==> config.mk <==
export PLATFORM = sky130hd
export DESIGN_NAME = gamepad_edge_and_axis_event_detector_top
export DESIGN_NICKNAME = d
export VERILOG_FILES = /design/src/rtl/core/gaed_pkg.sv /design/src/rtl/core/gaed_cfg_regs.sv /design/src/rtl/core/gaed_axis_detect.sv /design/src/rtl/core/gamepad_edge_and_axis_event_detector_top.sv
export SDC_FILE = /design/constraint.sdc
export NUM_CORES = 1
export LEC_CHECK = 0
export ABC_AREA = 1
export BUFFER_PORTS_ARGS = -buffer_cell sky130_fd_sc_hd__buf_4
export CORE_MARGIN = 4
export CORE_UTILIZATION = 39
export CTS_CLUSTER_DIAMETER = 40
export CTS_CLUSTER_SIZE = 10
export DETAILED_ROUTE_END_ITERATION = 10
export PLACE_DENSITY = 0.64
export SLEW_MARGIN = 20
export SYNTH_ARGS = -nofsm -noshare
export SYNTH_HDL_FRONTEND = slang
export SYNTH_SLANG_ARGS = --single-unit
==> constraint.sdc <==
create_clock -name clk -period 3.2 [get_ports clk]
set_clock_uncertainty 0.1 [all_clocks]
set_input_delay 0.32 -clock clk [delete_from_list [all_inputs] [get_ports clk]]
set_output_delay 0.32 -clock clk [all_outputs]
set_load 0.01 [all_outputs]
==> src/rtl/core/gaed_pkg.sv <==
// shared types and constants for the gamepad edge and axis event detector
package gaed_pkg;

  localparam int NUM_BUTTONS = 15;
  localparam int NUM_AXES    = 4;
  localparam int MASK_W      = 17;
  localparam int THR_W       = 7;
  localparam int CFG_IDX_W   = 3;
  localparam int EV_W        = 3;

  localparam logic [7:0] TRIGGER_THRESHOLD = 8'd128;

  localparam logic [THR_W-1:0] HIGH_RESET = 7'd64;
  localparam logic [THR_W-1:0] LOW_RESET  = 7'd32;

  // configuration register indexes
  localparam logic [CFG_IDX_W-1:0] REG_LEFT_X_HIGH  = 3'd0;
  localparam logic [CFG_IDX_W-1:0] REG_LEFT_X_LOW   = 3'd1;
  localparam logic [CFG_IDX_W-1:0] REG_LEFT_Y_HIGH  = 3'd2;
  localparam logic [CFG_IDX_W-1:0] REG_LEFT_Y_LOW   = 3'd3;
  localparam logic [CFG_IDX_W-1:0] REG_RIGHT_X_HIGH = 3'd4;
  localparam logic [CFG_IDX_W-1:0] REG_RIGHT_X_LOW  = 3'd5;
  localparam logic [CFG_IDX_W-1:0] REG_RIGHT_Y_HIGH = 3'd6;
  localparam logic [CFG_IDX_W-1:0] REG_RIGHT_Y_LOW  = 3'd7;

  // axis slots in the threshold array
  localparam int AXIS_LX = 0;
  localparam int AXIS_LY = 1;
  localparam int AXIS_RX = 2;
  localparam int AXIS_RY = 3;

  // axis event bit positions
  localparam int EV_PLUS   = 0;
  localparam int EV_MINUS  = 1;
  localparam int EV_RETURN = 2;

  // trigger bits in the press and release masks
  localparam int LT_BIT = 15;
  localparam int RT_BIT = 16;

  typedef struct packed {
    logic [NUM_BUTTONS-1:0] buttons;
    logic [7:0]             left_trigger;
    logic [7:0]             right_trigger;
    logic signed [7:0]      left_x;
    logic signed [7:0]      left_y;
    logic signed [7:0]      right_x;
    logic signed [7:0]      right_y;
  } in_item_t;

  typedef struct packed {
    logic [MASK_W-1:0] press_mask;
    logic [MASK_W-1:0] release_mask;
    logic [EV_W-1:0]   left_x_events;
    logic [EV_W-1:0]   left_y_events;
    logic [EV_W-1:0]   right_x_events;
    logic [EV_W-1:0]   right_y_events;
  } out_item_t;

  typedef struct packed {
    logic [THR_W-1:0] high;
    logic [THR_W-1:0] low;
  } axis_thr_t;

endpackage

==> src/rtl/core/gaed_cfg_regs.sv <==
// threshold register file for the four stick axes
module gaed_cfg_regs (
  input  logic                                   clk,
  input  logic                                   rst,
  input  logic                                   cfg_we,
  input  logic [gaed_pkg::CFG_IDX_W-1:0]         cfg_index,
  input  logic [gaed_pkg::THR_W-1:0]             cfg_data,
  output gaed_pkg::axis_thr_t [gaed_pkg::NUM_AXES-1:0] thr
);
  import gaed_pkg::*;

  always_ff @(posedge clk) begin
    if (rst) begin
      for (int i = 0; i < NUM_AXES; i++) begin
        thr[i].high <= HIGH_RESET;
        thr[i].low  <= LOW_RESET;
      end
    end else if (cfg_we) begin
      unique case (cfg_index)
        REG_LEFT_X_HIGH:  thr[AXIS_LX].high <= cfg_data;
        REG_LEFT_X_LOW:   thr[AXIS_LX].low  <= cfg_data;
        REG_LEFT_Y_HIGH:  thr[AXIS_LY].high <= cfg_data;
        REG_LEFT_Y_LOW:   thr[AXIS_LY].low  <= cfg_data;
        REG_RIGHT_X_HIGH: thr[AXIS_RX].high <= cfg_data;
        REG_RIGHT_X_LOW:  thr[AXIS_RX].low  <= cfg_data;
        REG_RIGHT_Y_HIGH: thr[AXIS_RY].high <= cfg_data;
        REG_RIGHT_Y_LOW:  thr[AXIS_RY].low  <= cfg_data;
      endcase
    end
  end

endmodule

==> src/rtl/core/gaed_axis_detect.sv <==
// threshold crossing detector for one stick axis
module gaed_axis_detect (
  input  logic signed [7:0]            prev,
  input  logic signed [7:0]            cur,
  input  gaed_pkg::axis_thr_t          thr,
  output logic [gaed_pkg::EV_W-1:0]    events
);
  import gaed_pkg::*;

  logic signed [8:0] p;
  logic signed [8:0] c;
  logic signed [8:0] h;
  logic signed [8:0] l;
  logic signed [8:0] neg_h;
  logic signed [8:0] neg_l;

  assign p     = {prev[7], prev};
  assign c     = {cur[7], cur};
  assign h     = $signed({2'b00, thr.high});
  assign l     = $signed({2'b00, thr.low});
  assign neg_h = -h;
  assign neg_l = -l;

  always_comb begin
    events            = '0;
    events[EV_PLUS]   = (p <= h) && (c > h);
    events[EV_MINUS]  = (p >= neg_h) && (c < neg_h);
    // back into the center band from either side
    events[EV_RETURN] = ((p > l) && (c <= l)) || ((p < neg_l) && (c >= neg_l));
  end

endmodule

==> src/rtl/core/gamepad_edge_and_axis_event_detector_top.sv <==
// top level of the gamepad edge and axis event detector
// Each accepted frame yields exactly one result transfer holding the button and
// trigger edge masks and three event bits per stick axis, all relative to the
// frame accepted before it (the first frame after reset compares against all
// zeros). The block takes one frame per cycle while the output is not stalled:
// a frame is captured in an input register, compared against the stored
// previous frame through one level of compare logic and latched in the result
// register, so result valid rises only after the frame has passed both
// registers. The pipeline advances whenever the result register is empty or
// being taken, so stall on the input only rises when both stages hold data and
// the output is stalled.
// Stick thresholds are written through cfg_we/cfg_index/cfg_data, one register
// per cycle, and must only change while no frame is in flight.
module gamepad_edge_and_axis_event_detector_top (
  input  logic                           clk,
  input  logic                           rst,
  // input channel
  input  logic                           in_valid,
  output logic                           in_stall,
  input  gaed_pkg::in_item_t             in_data,
  // result channel
  output logic                           out_valid,
  input  logic                           out_stall,
  output gaed_pkg::out_item_t            out_data,
  // configuration write port
  input  logic                           cfg_we,
  input  logic [gaed_pkg::CFG_IDX_W-1:0] cfg_index,
  input  logic [gaed_pkg::THR_W-1:0]     cfg_data
);
  import gaed_pkg::*;

  // stick thresholds
  axis_thr_t [NUM_AXES-1:0] thr;

  // input register stage
  logic     s1_valid;
  in_item_t s1_frame;

  // previous frame history, updated as a frame moves into the result register
  logic [NUM_BUTTONS-1:0] prev_buttons;
  logic [7:0]             prev_lt;
  logic [7:0]             prev_rt;
  logic signed [7:0]      prev_axis [NUM_AXES];

  logic signed [7:0] cur_axis [NUM_AXES];
  logic [EV_W-1:0]   axis_ev  [NUM_AXES];

  logic      out_ready;
  logic      s1_move;
  logic      in_xfer;
  out_item_t out_next;

  logic prev_lt_above;
  logic prev_rt_above;
  logic cur_lt_above;
  logic cur_rt_above;

  gaed_cfg_regs u_cfg_regs (
    .clk       (clk),
    .rst       (rst),
    .cfg_we    (cfg_we),
    .cfg_index (cfg_index),
    .cfg_data  (cfg_data),
    .thr       (thr)
  );

  // handshake: the result register frees up when empty or being taken
  assign out_ready = !out_valid || !out_stall;
  assign s1_move   = s1_valid && out_ready;
  assign in_stall  = s1_valid && !out_ready;
  assign in_xfer   = in_valid && !in_stall;

  always_ff @(posedge clk) begin
    if (rst) begin
      s1_valid <= 1'b0;
    end else if (in_xfer) begin
      s1_valid <= 1'b1;
    end else if (s1_move) begin
      s1_valid <= 1'b0;
    end
  end

  always_ff @(posedge clk) begin
    if (in_xfer) begin
      s1_frame <= in_data;
    end
  end

  // per-axis crossing detectors
  assign cur_axis[AXIS_LX] = s1_frame.left_x;
  assign cur_axis[AXIS_LY] = s1_frame.left_y;
  assign cur_axis[AXIS_RX] = s1_frame.right_x;
  assign cur_axis[AXIS_RY] = s1_frame.right_y;

  for (genvar a = 0; a < NUM_AXES; a++) begin : g_axis
    gaed_axis_detect u_axis_detect (
      .prev   (prev_axis[a]),
      .cur    (cur_axis[a]),
      .thr    (thr[a]),
      .events (axis_ev[a])
    );
  end

  // trigger level against the fixed threshold
  assign prev_lt_above = prev_lt > TRIGGER_THRESHOLD;
  assign prev_rt_above = prev_rt > TRIGGER_THRESHOLD;
  assign cur_lt_above  = s1_frame.left_trigger > TRIGGER_THRESHOLD;
  assign cur_rt_above  = s1_frame.right_trigger > TRIGGER_THRESHOLD;

  always_comb begin
    out_next = '0;
    out_next.press_mask[NUM_BUTTONS-1:0]   = s1_frame.buttons & ~prev_buttons;
    out_next.release_mask[NUM_BUTTONS-1:0] = prev_buttons & ~s1_frame.buttons;
    out_next.press_mask[LT_BIT]   = !prev_lt_above && cur_lt_above;
    out_next.press_mask[RT_BIT]   = !prev_rt_above && cur_rt_above;
    out_next.release_mask[LT_BIT] = prev_lt_above && !cur_lt_above;
    out_next.release_mask[RT_BIT] = prev_rt_above && !cur_rt_above;
    out_next.left_x_events  = axis_ev[AXIS_LX];
    out_next.left_y_events  = axis_ev[AXIS_LY];
    out_next.right_x_events = axis_ev[AXIS_RX];
    out_next.right_y_events = axis_ev[AXIS_RY];
  end

  // history starts as all zeros
  always_ff @(posedge clk) begin
    if (rst) begin
      prev_buttons <= '0;
      prev_lt      <= '0;
      prev_rt      <= '0;
      for (int i = 0; i < NUM_AXES; i++) begin
        prev_axis[i] <= '0;
      end
    end else if (s1_move) begin
      prev_buttons <= s1_frame.buttons;
      prev_lt      <= s1_frame.left_trigger;
      prev_rt      <= s1_frame.right_trigger;
      for (int i = 0; i < NUM_AXES; i++) begin
        prev_axis[i] <= cur_axis[i];
      end
    end
  end

  // result register
  always_ff @(posedge clk) begin
    if (rst) begin
      out_valid <= 1'b0;
    end else if (out_ready) begin
      out_valid <= s1_valid;
    end
  end

  always_ff @(posedge clk) begin
    if (s1_move) begin
      out_data <= out_next;
    end
  end

  // a frame leaving the input stage shows up as a result next cycle
  a_move_gives_result: assert property (@(posedge clk) disable iff (rst)
    s1_move |=> out_valid)
    else $error("frame left input stage without producing a result");

  // nothing in flight and output free means the result register empties
  a_no_phantom: assert property (@(posedge clk) disable iff (rst)
    (!s1_valid && out_ready) |=> !out_valid)
    else $error("result appeared with no frame in flight");

  // input is only held off when both stages are full
  a_stall_full: assert property (@(posedge clk) disable iff (rst)
    in_stall |-> (s1_valid && out_valid))
    else $error("input stalled with a free stage");

  // an edge cannot rise and fall in the same frame
  a_edges_disjoint: assert property (@(posedge clk) disable iff (rst)
    out_valid |-> ((out_data.press_mask & out_data.release_mask) == '0))
    else $error("press and release set on the same bit");

  // history only changes when a frame moves on
  a_history_hold: assert property (@(posedge clk) disable iff (rst)
    !s1_move |=> $stable(prev_buttons))
    else $error("button history changed without a frame moving");

endmodule
# Word-level counts from Yosys, hierarchy flattened
# Memories as Yosys holds them, arrays and structs flattened.
# Cells that the tools add are included.
[word_totals] in_bits=78 mem_count=1 output_inout_bits=48 reg_bits=198 wordCells=143 mem_bits_rw=32
[op_classes] add_sub_neg=8 order_cmp=36 n_bitwise=8 mux=11 n_eq_ne=7 n_reduce_logical=46
[memory_table] memory="prev_axis" depth=4 width=8 read_ports=4 rd_ports_with_merged_regs=0 write_ports=4 line_no="gamepad_edge_and_axis_event_detector_top.sv:43" source="logic signed [7:0] prev_axis [NUM_AXES];"
[op_table] cell="greater-or-equal comparator 8 x 9 -> 1 bit" n=8
[op_table] cell="less-than comparator 8 x 9 -> 1 bit" n=8
[op_table] cell="negator 7 -> 9 bit" n=8
[op_table] cell="greater-than comparator 8 bit" n=8
[op_table] cell="less-or-equal comparator 8 bit" n=8
[op_table] cell="greater-than comparator 8 bit, second input constant" n=4
[op_table] cell="two-way mux 8 bit" n=4
[op_table] cell="AND 15 bit" n=2
[op_table] cell="inverter 15 bit" n=2
[op_table] cell="logical AND 1 bit" n=23
[op_table] cell="AND reduction 2 bit" n=8
[op_table] cell="equality test 3 bit, second input constant" n=4
[op_table] cell="zero test 1 bit" n=8
[op_table] cell="two-way mux 1 bit" n=7
[op_table] cell="equality test 3 x 2 -> 1 bit, second input constant" n=2
[op_table] cell="logical OR 1 bit" n=5
[op_table] cell="bitwise OR 1 bit" n=4
[op_table] cell="equality test 3 x 1 -> 1 bit, second input constant" n=1
[op_table] cell="zero test 3 bit" n=1
[op_table] cell="nonzero test 2 bit" n=1

# Depth between registers and ports, before layout
# Gate-level depths: netlist of run 1.
[depth] ltp_word=7 depth_mapped=17 mapped_depth_nobuf=17

# Modules after synthesis
# A second synthesis of run 1 with hierarchy kept.
[unflattened] cells_unflattened=1820 area_unflattened_um2=15068.2
[modules_own_cells] module="gaed_axis_detect" instances=4 cells_each=265 seq_area_each_um2=0.0 area_each_um2=1715.4
[modules_own_cells] module="gamepad_edge_and_axis_event_detector_top" instances=1 cells_each=440 seq_area_each_um2=4894.7 area_each_um2=5995.8
[modules_own_cells] module="gaed_cfg_regs" instances=1 cells_each=320 seq_area_each_um2=1121.1 area_each_um2=2210.9

# Worst setup path before layout of run 1
# OpenSTA, ideal clock, no wires.
[synth_path] kind="flip-flop to flip-flop" from="reg out_valid" to="reg out_data[0] (netlist name) (enable)" n_path_buf=1 stages_incl_launch_ff=5 required_ps=2672 setup_slack_ps=536 period_less_slack_ps=2664 setup_ps=428 arrival_ps=2136 path_cell_list="dfxtp_1 > nand2_1 > inv_1 > nor2_1 > clkbuf_1"
[synth_between] elab_chain_cells=3
[synth_lines] item="start, declared" line_no="gamepad_edge_and_axis_event_detector_top.sv:22" source="output logic out_valid,"
[synth_lines] item="start signal, assigned" line_no="gamepad_edge_and_axis_event_detector_top.sv:148" source="out_valid <= s1_valid;"
[synth_lines] item="zero test 1 bit" line_no="gamepad_edge_and_axis_event_detector_top.sv:68" source="assign out_ready = !out_valid || !out_stall;"
[synth_lines] item="logical OR 1 bit" line_no="gamepad_edge_and_axis_event_detector_top.sv:68"
[synth_lines] item="logical AND 1 bit" line_no="gamepad_edge_and_axis_event_detector_top.sv:69" source="assign s1_move = s1_valid && out_ready;"
[synth_lines] item="via s1_move" line_no="gamepad_edge_and_axis_event_detector_top.sv:49" source="logic s1_move;"
[synth_lines] item="end signal, assigned" line_no="gamepad_edge_and_axis_event_detector_top.sv:154" source="out_data <= out_next;"
[synth_lines] item="end, declared" line_no="gamepad_edge_and_axis_event_detector_top.sv:24" source="output gaed_pkg::out_item_t out_data,"
# The timed path passes the listed nets, and every way through them passes these cells.
# A chain may end at the register's enable or synchronous reset.

==> flow_summary.ini, run 1 <==
[status]
status = finished, final reports clean

[logic_synthesis]
ys.flop_type = edfxtp_1
syn_area_mm2 = 0.0145
synth_area_per_cell_um2 = 8.67
ys_seq_area_share_pct = 41.4
synth-edff-count = 141
ys_async_sr_fraction_pct = 0
yosysWarnings = 0
postSynthCellCount = 1675
ys_types = 41
ys_ff_latch = 230
synth_fp_nets = 1977

[worst_setup_path]
r2r_end = out_data[10]
worstSetupPathType = reg2reg
start_kind = flip-flop
worstPathCellList = inv_1 -> ha_1 -> nand3_1 -> nor2_1 -> nand2_1 -> xor2_1 -> ha_1 -> a21oi_1 -> o21a_1 -> nand3_1 -> xnor2_1 -> nand3b_1 -> inv_1
crit_path_max_incr_delay_ps = 320
r2r_start = u_cfg_regs.thr[8]
cp_max_fo = 4
cp_data_arrival_time_ps = 2770
cp.required_ps = 3410
path_delay_family = simple AND/OR/NAND/NOR gates
startpoint = u_cfg_regs.thr[8]
end_kind = flip-flop
reg2reg_depth = 13
worst-path-buf-inv = 2
cp_slowest_cell = dfxtp_1
cp_num_cells = 13
r2r_slack_ps = 640

[power_and_ir_drop]
power.density_mw_per_mm2 = 525
p_leak_uw = 0.00848
irDropWorstVdd_mv = 0.450

[placement]
gp_congestion = 0.917
placed_cell_area_mm2 = 0.0161
dp_hpwl_um = 28500
numPortBuffers = 125

[clock_network]
path_clk_slew_ps = 50
cts_tree = done
cts_root_buf = clkbuf_16
htree_levels = 2
clock_sinks = 230
clock_path_buffers = 3
clk_latency_ps = 560
cts_inserted_buffers = 43

[finish]
antenna_cells = 0
synthToLayoutAreaGrowth_pct = 25.2
final_cell_area_mm2 = 0.0182
layout.nets = 2196
layout-drive-gt1-share_pct = 12.6
fin_util_pct = 49.5
fillers = 3363

[timing]
fin_setup_tns_ps = 0
setup_viol = 0
final.min_clock_period_ps = 2560
tightest_slew_ps = 835
min_period_over_period_pct = 79.9
rsz0062_at_grt = no
hold_violations = 0
relSlewSlack_pct = 44.4
slew_violations = 0
fmax_mhz = 391

[die]
pin_count = 126
fp.dieW_um = 201
start_util_pct = 39.6
core-area_mm2 = 0.0367
num_rows = 70
die-area_mm2 = 0.0404
die_h_um = 201

[worst_hold_path]
hp-class = in2reg
min_to = u_cfg_regs.thr[33]
min_path_cells = 3
hold_start = cfg_data[5]

[drt]
dr.pass1.iters = 5
vias_per_cell = 5.16
drc = 0
wirelength_um = 39000
routed-via-count = 12368
post_drt_wl_per_cell_um = 16.3
ant_nets = 0
drtIter0Drc = 603

[grt]
grtUsageTotal_pct = 19.2
overflow = 0
grt_max_degree = 59
grt_pass1_vias = 12839
antenna_found_initial = 1
grt_pass1_wl_um = 64000

[flow_run]
drv_cap = 0
[per-stage QoR]
| stage | worst slack (ps) | total power [uW] | instances | hold WS (ps) |
|---|---|---|---|---|
| global route | 357 | 10100 | 2397 | 28.7 |
| floorplan | 536 | 4540 | 1675 | 289 |
| detailed placement | 655 | 5060 | 2251 | 358 |
| global placement | 726 | 5000 | 2250 | 355 |
| CTS | 638 | 9660 | 2397 | 9.33 |
| finish | 642 | 9550 | 2397 | 32.6 |
[cell usage after synthesis, drive strengths merged, types with 4 or more instances]
library cell / count / area (um2)
o21bai: 5 / 37.5
a21oi: 147 / 736
a21boi: 5 / 41.3
nand3b: 8 / 60.1
o211ai: 8 / 60.1
nand3: 124 / 641
nor4: 4 / 25.0
nand4: 30 / 188
ha: 224 / 2800
o22ai: 19 / 119
xnor2: 4 / 35.0
o21a: 7 / 52.6
a31o: 4 / 35.0
nor3: 16 / 80.1
xor2: 25 / 219
dfxtp: 89 / 1780
nand2: 237 / 905
a31oi: 6 / 37.5
nor2: 161 / 654
inv: 263 / 987
clkbuf: 23 / 86.3
edfxtp: 141 / 4230
a21o: 13 / 97.6
o31ai: 8 / 60.1
o21ai: 90 / 450
[power breakdown]
group	switching (uW)	internal [uW]	total, uW
clock	1650	2820	4470
combinational	911	683	1590
sequential	152	3330	3490
total	2710	6840	9550
[routing by layer]
layer	GRT usage [%]	routed length [um]	up-vias
met3	4.39	2310	95
met1	23.8	17200	5746
met4	6.66	1130	2
met5	0	11	-
li1	-	-	6222
met2	32.9	18300	303
[worst max-delay path by stage]
| stage | slack [ps] | end |
|---|---|---|
| 2_1_floorplan | 540 | out_data[0] |
| 3_3_place_gp | 730 | out_data[8] |
| 3_5_place_dp | 650 | out_data[8] |
| 4_1_cts | 640 | out_data[10] |
| 5_1_grt | 360 | out_data[8] |
| 6_report | 640 | out_data[10] |
[state kept, by name, indices dropped and copies added, names as in the netlist]
name            flops
cur_axis           32
out_data           46
out_valid           1
prev_axis          32
prev_buttons       15
prev_lt             8
prev_rt             8
s1_frame           31
s1_valid            1
u_cfg_regs.thr     56
[kinds of logic (layout without fill, tap and decap cells)]
kind of cell	after synthesis	in the layout	synth area share, %
simple gates	584	584	17.7
compound gates	320	320	12.4
fa+ha+maj	224	224	19.3
buf+inv	288	542	7.45
flops	230	230	41.4
xor+xnor	29	29	1.75
[repair_timing]
item                       4_1_cts  5_1_grt
hold buffers                    66        0
gates resized for setup          0        0
hold endpoints to repair        66        0
setup endpoints to repair        0        0
setup buffers                    0        0
[area by class of cell]
cell class | instances | area [um2] | share of cell area, %
clock buffers | 53 | 1130 | 6.24
clock inverters | 27 | 295 | 1.62
inverters | 264 | 991 | 5.45
multi-input cells | 1157 | 7450 | 41.0
flip-flops and latches | 230 | 6020 | 33.1
well taps | 468 | 586 | 3.22
repair buffers | 198 | 1710 | 9.40
[tightest hold or removal path: stages]
cell	delay [ps]
buf_4	180
nand2_1	70
o211ai_1	70
[cells in the final DEF (no fill, tap or decap), types with 7 or more instances in the layout]
cell type	Yosys	layout
inv_1	258	256
nand2_1	231	230
ha_1	224	224
a21oi_1	147	147
nor2_1	147	146
edfxtp_1	141	141
buf_4	0	128
nand3_1	120	120
dfxtp_1	89	89
o21ai_0	89	88
dlygate4sd3_1	0	66
clkbuf_16	0	44
nand4_1	30	30
xor2_1	25	25
o22ai_1	19	19
nor3_1	16	16
a21o_1	13	13
nor2_2	11	11
clkbuf_1	23	9
nand3b_1	8	8
o31ai_1	8	8
o211ai_1	8	8
inv_6	0	8
o21a_1	7	7
nand2_2	6	7
No activity file was read; power rests on OpenSTA's default activity.
==> run 2, diff against run 1 <==
- PLACE_DENSITY: 0.64 -> 0.66
- clock period: 3.2 -> 2.2 ns (I/O delays scaled with it)
==> run 2 against run 1 <==
Net effect: the flow now finishes with violations (setup timing); die area unchanged; non-clock buffer count increased by 134; utilization increased by 5.2 points; maximum frequency increased by 8.9%; hold slack improved by 18 ps; sequential cell count unchanged; critical endpoint unchanged; largest cell class unchanged; highest routed layer is now met4.
==> flow_summary.ini, run 2 (same netlist as run 1, synthesis figures left out) <==
[timing]
setup_viol = 4
min_period_over_period_pct = 107
relSlewSlack_pct = 65.7
rsz0062_at_grt = yes
fin_setup_tns_ps = -485
setup_slack_ps = -150
tightest_slew_ps = 515
hold_violations = 0
slew_violations = 0
fmax_mhz = 426
final.min_clock_period_ps = 2350

[die]
num_rows = 70
fp.dieW_um = 201
die-area_mm2 = 0.0404
core-area_mm2 = 0.0367
pin_count = 126
die_h_um = 201
start_util_pct = 39.6

[grt]
overflow = 0
grt_pass1_vias = 13471
grtUsageTotal_pct = 19.7
antenna_found_initial = 0
grt_pass1_wl_um = 65700
grt_max_degree = 56

[placement]
dpl.cell_count = 2357
dp_slack_ps = -188
numPortBuffers = 125
dp_hpwl_um = 29400
gp_congestion = 0.893

[worst_setup_path]
cp_slowest_cell = ha_1
r2r_slack_ps = -150
start_kind = flip-flop
end_kind = flip-flop
cp.required_ps = 2400
crit_path_max_incr_delay_ps = 340
cp_max_fo = 3
worstSetupPathType = reg2reg
path_delay_family = adder cells
worstPathCellList = inv_2 -> ha_4 -> nand3_4 -> nor2_4 -> nand2_4 -> xor2_2 -> ha_1 -> a21oi_2 -> o21a_1 -> nand3_2 -> xnor2_1 -> nand3b_1 -> inv_1
worst-path-buf-inv = 2
cp_data_arrival_time_ps = 2550

[finish]
largest-register = u_cfg_regs.thr
synthToLayoutAreaGrowth_pct = 38.3
fillers = 3126
largest_register_ffs = 56
top_regs = u_cfg_regs.thr (56), out_data (46)
layout-drive-gt1-share_pct = 26.3
final_cells = 2523
final_common_cell = buf_4
antenna_cells = 0
final_cell_mix = 250 x buf_4, 225 x inv_1, 214 x nand2_1
layout.nets = 2326

[clock_network]
htree_levels = 2
clock_sinks = 230
cts_tree = done
cts_inserted_buffers = 39
path_clk_slew_ps = 50
cts_root_buf = clkbuf_16
clock_path_buffers = 3
clk_latency_ps = 540

[power_and_ir_drop]
power.density_mw_per_mm2 = 695
irDropWorstVdd_mv = 0.703
p_leak_uw = 0.00917

[worst_hold_path]
hp-class = in2reg

[drt]
vias_per_cell = 5.20
highest_layer = met4
met2_wirelength_um = 19900
wl_met1_um = 17900
route.met3.wl_um = 2370
drtIter0Drc = 728
dr.pass1.iters = 7
ant_nets = 0
drc = 0
wirelength_um = 41600
post_drt_wl_per_cell_um = 16.5
routed-via-count = 13116

[status]
status = finished, violations left
violations = setup timing

[flow_run]
drv_cap = 0
==> run 2: repair_timing <==
item | CTS | global route
hold endpoints to repair | 94 | 0
cloned | 0 | 0
setup buffers | 12 | 8
pin swaps | 51 | 100
resized for setup | 74 | 143
endpoints found under the setup margin | 8 | 10
hold buffers | 74 | 0
==> run 2: routing by layer <==
layer	up-vias	track usage [%]
li1	6468	-
met1	6187	24.6
met2	355	33.6
met3	106	3.94
met4	0	7.47
met5	-	0
==> run 2: final timing paths <==
kind / start / depth (start not counted) / end
setup / recovery: u_cfg_regs.thr[7] / 13 / out_data[10]
hold / removal: cfg_index[0] / 5 / u_cfg_regs.thr[33]
setup reg to reg: u_cfg_regs.thr[7] / 13 / out_data[10]
hold reg to reg: prev_lt[0] / 2 / prev_lt[0]
==> run 2: layout make-up <==
cell class                      count  area [um2]  area share (%)
Clock buffer                       56        1090            5.44
Timing Repair Buffer              332        2750            13.7
Multi-Input combinational cell   1157        8390            41.8
Clock inverter                     16         214            1.07
Tap cell                          468         586            2.91
Inverter                          264        1010            5.01
Sequential cell                   230        6050            30.1
==> run 2: worst register-to-register path: stages, from the launching register on <==
cell      delay, ps
dfxtp_2         330
inv_2            80
ha_4            160
nand3_4          90
nor2_4          110
nand2_4          70
xor2_2          160
ha_1            340
a21oi_2         170
o21a_1          150
nand3_2          60
xnor2_1         140
nand3b_1        120
inv_1            40
==> run 2: through the flow <==
step,instance area (um2),power (uW),hold WS [ps],utilization (%)
floorplan,14600,6610,189,-
global placement,16900,7420,298,46.2
detailed placement,16900,7510,299,46.2
CTS,19400,13900,24.3,52.8
global route,20100,14700,73.1,54.7
finish,20100,14000,50.1,54.7
==> run 2: power by group <==
group | internal [uW] | switching [uW]
Clock | 3950 | 2120
Sequential | 4850 | 230
Combinational | 1290 | 1530
==> run 3, diff against run 2 <==
- CELL_PAD_IN_SITES_DETAIL_PLACEMENT: not set -> 1
- CELL_PAD_IN_SITES_GLOBAL_PLACEMENT: not set -> 1
- CORE_UTILIZATION: 39 -> 42
- PLACE_DENSITY: 0.66 -> 0.85
==> run 3 against run 2 <==
Net effect: the run still ends with setup timing left; maximum frequency fell by 6.8%; clock power rose by 11%; sequential power barely moved; sequential share of layout area fell by 0.70 points; combinational power rose by 19%; hold slack got worse by 31 ps; cell area rose by 2.6%; power rose by 8.5%; critical path depth did not move; critical path type unchanged.
==> flow_summary.ini, run 3 (same netlist as run 1, synthesis figures left out) <==
[clock_network]
clk_latency_ps = 580
clock_path_buffers = 3
path_clk_slew_ps = 60
clock_sinks = 230
cts_tree = done
htree_levels = 2
cts_root_buf = clkbuf_16
cts_inserted_buffers = 44

[placement]
gp_congestion = 0.898
dp_hpwl_um = 35000
placed_cell_area_mm2 = 0.0171
dpl.cell_count = 2359
numPortBuffers = 125

[grt]
antenna_found_initial = 2
grt_pass1_vias = 16144
grt_max_degree = 56
grtUsageTotal_pct = 28.9
overflow = 0
grt_pass1_wl_um = 87300

[timing]
fmax_mhz = 397
setup_slack_ps = -321
relSlewSlack_pct = 59.3
slew_violations = 0
fin_setup_tns_ps = -1310
setup_viol = 8
hold_violations = 0
min_period_over_period_pct = 115
tightest_slew_ps = 610
rsz0062_at_grt = yes
final.min_clock_period_ps = 2520

[drt]
dr.pass1.iters = 5
route.met3.wl_um = 3790
vias_per_cell = 5.83
routed-via-count = 14816
drc = 0
ant_nets = 0
met2_wirelength_um = 31100
post_drt_wl_per_cell_um = 23.9
highest_layer = met5
wirelength_um = 60600
drtIter0Drc = 1050
wl_met1_um = 22600

[worst_setup_path]
r2r_end = out_data[10]
reg2reg_depth = 13
r2r_slack_ps = -320
start_kind = flip-flop
worstPathCellList = nor3_2 -> nand2_1 -> nor2_1 -> nand2_1 -> nor2_1 -> ha_1 -> nand2_1 -> nor2_2 -> nand3_2 -> nand3_2 -> xnor2_2 -> nand3b_1 -> inv_1
end_kind = flip-flop
worstSetupPathType = reg2reg
cp_max_fo = 3
cp_slowest_cell = dfxtp_4
path_common_cell = nand2_1
cp_data_arrival_time_ps = 2730
r2r_start = u_cfg_regs.thr[7]
crit_path_max_incr_delay_ps = 370
cp.required_ps = 2410

[worst_hold_path]
hold_start = cfg_index[0]
min_to = u_cfg_regs.thr[33]
hp-class = in2reg
min_path_cells = 4

[die]
pin_count = 126
num_rows = 67
fp.dieW_um = 194
die_h_um = 194
die-area_mm2 = 0.0376
core-area_mm2 = 0.0339
start_util_pct = 42.9

[flow_run]
drv_cap = 0

[finish]
layout-drive-gt1-share_pct = 29.8
layout.nets = 2359
synthToLayoutAreaGrowth_pct = 41.9
largest_register_ffs = 56
final_cells = 2541
final_common_cell = buf_4
top_regs = u_cfg_regs.thr (56), out_data (46)
largest-register = u_cfg_regs.thr
final_cell_mix = 281 x buf_4, 221 x inv_1, 205 x nand2_1
final_cell_area_mm2 = 0.0206

[power_and_ir_drop]
power.density_mw_per_mm2 = 736
p_switching_uw = 4820
p_leak_uw = 0.00939
swShare_pct = 31.8
irDropWorstVdd_mv = 0.934
p_int_uw = 10300
p_seq_share_pct = 33.7
power_frac_comb_pct = 22.1
clkPwrFrac_pct = 44.3

[status]
status = finished, violations left
violations = setup timing
-- run 3: cell count changes in the layout (fill, tap and decap cells not counted), moves of 5 or more --
cell	change
clkinv_4	+5
a21oi_2	+6
ha_1	-5
buf_4	+31
ha_4	+5
a21oi_1	-6
inv_6	+5
clkbuf_1	-6
nand2_2	+8
nand2_1	-9
clkbuf_16	+5
-- run 3: cell type report --
cell class              instances  area (um2)
fillers                      3837       13300
multi-input cells            1157        8590
flip-flops and latches        230        6060
repair buffers                360        2930
clock buffers                  56        1210
inverters                     264        1010
well taps                     448         561
clock inverters                25         239
diodes                          1        2.50
-- run 3: worst max-delay path, delay by kind of cell (launching register included) --
family                   cells  cell delay (ps)
buffers and inverters        1               50
AND/OR/NAND/NOR             10             1340
flip-flops                   1              370
XOR/XNOR                     1              140
adder cells (fa/ha/maj)      1              280
-- run 3: how the worst max path moves through the flow --
stage	slack [ps]	startpoint	end
3_3_place_gp	-100	u_cfg_regs.thr[35]	out_data[4]
5_1_grt	-390	u_cfg_regs.thr[7]	out_data[10]
2_1_floorplan	4	u_cfg_regs.thr[21]	out_data[7]
4_1_cts	-190	u_cfg_regs.thr[8]	out_data[10]
6_report	-320	u_cfg_regs.thr[7]	out_data[10]
3_5_place_dp	-280	u_cfg_regs.thr[49]	out_data[1]
-- run 3: routing by layer --
layer  up-vias  track usage (%)
li1       6542                -
met4         2             12.0
met3       251             5.40
met5         -                0
met1      7334             32.6
met2       687             53.3
-- run 3: repair_timing --
item	CTS	global route
gates cloned	0	0
hold buffers	73	0
endpoints found under the setup margin	8	11
pin swaps	53	92
hold endpoints to repair	97	0
resized for setup	122	147
setup buffers	15	14
-- run 3: power by group through the flow --
stage | logic, uW | registers (uW) | clock network (uW)
floorplan | 1510 | 5090 | 0
finish | 3350 | 5100 | 6720
CTS | 2860 | 5070 | 6670
detailed placement | 2530 | 5140 | 0
global route | 3630 | 5120 | 6990
global placement | 2350 | 5120 | 0
-- run 3: stage by stage --
stage / setup WS [ps] / hold WS, ps / utilization [%] / power [uW]
6_report: -321 / 19.2 / 60.9 / 15200
5_1_grt: -395 / 15.2 / 60.8 / 15700
4_1_cts: -187 / 0.122 / 58.6 / 14600
3_5_place_dp: -282 / 299 / 50.4 / 7670
3_3_place_gp: -103 / 299 / 50.4 / 7470
2_1_floorplan: 3.87 / 189 / - / 6610
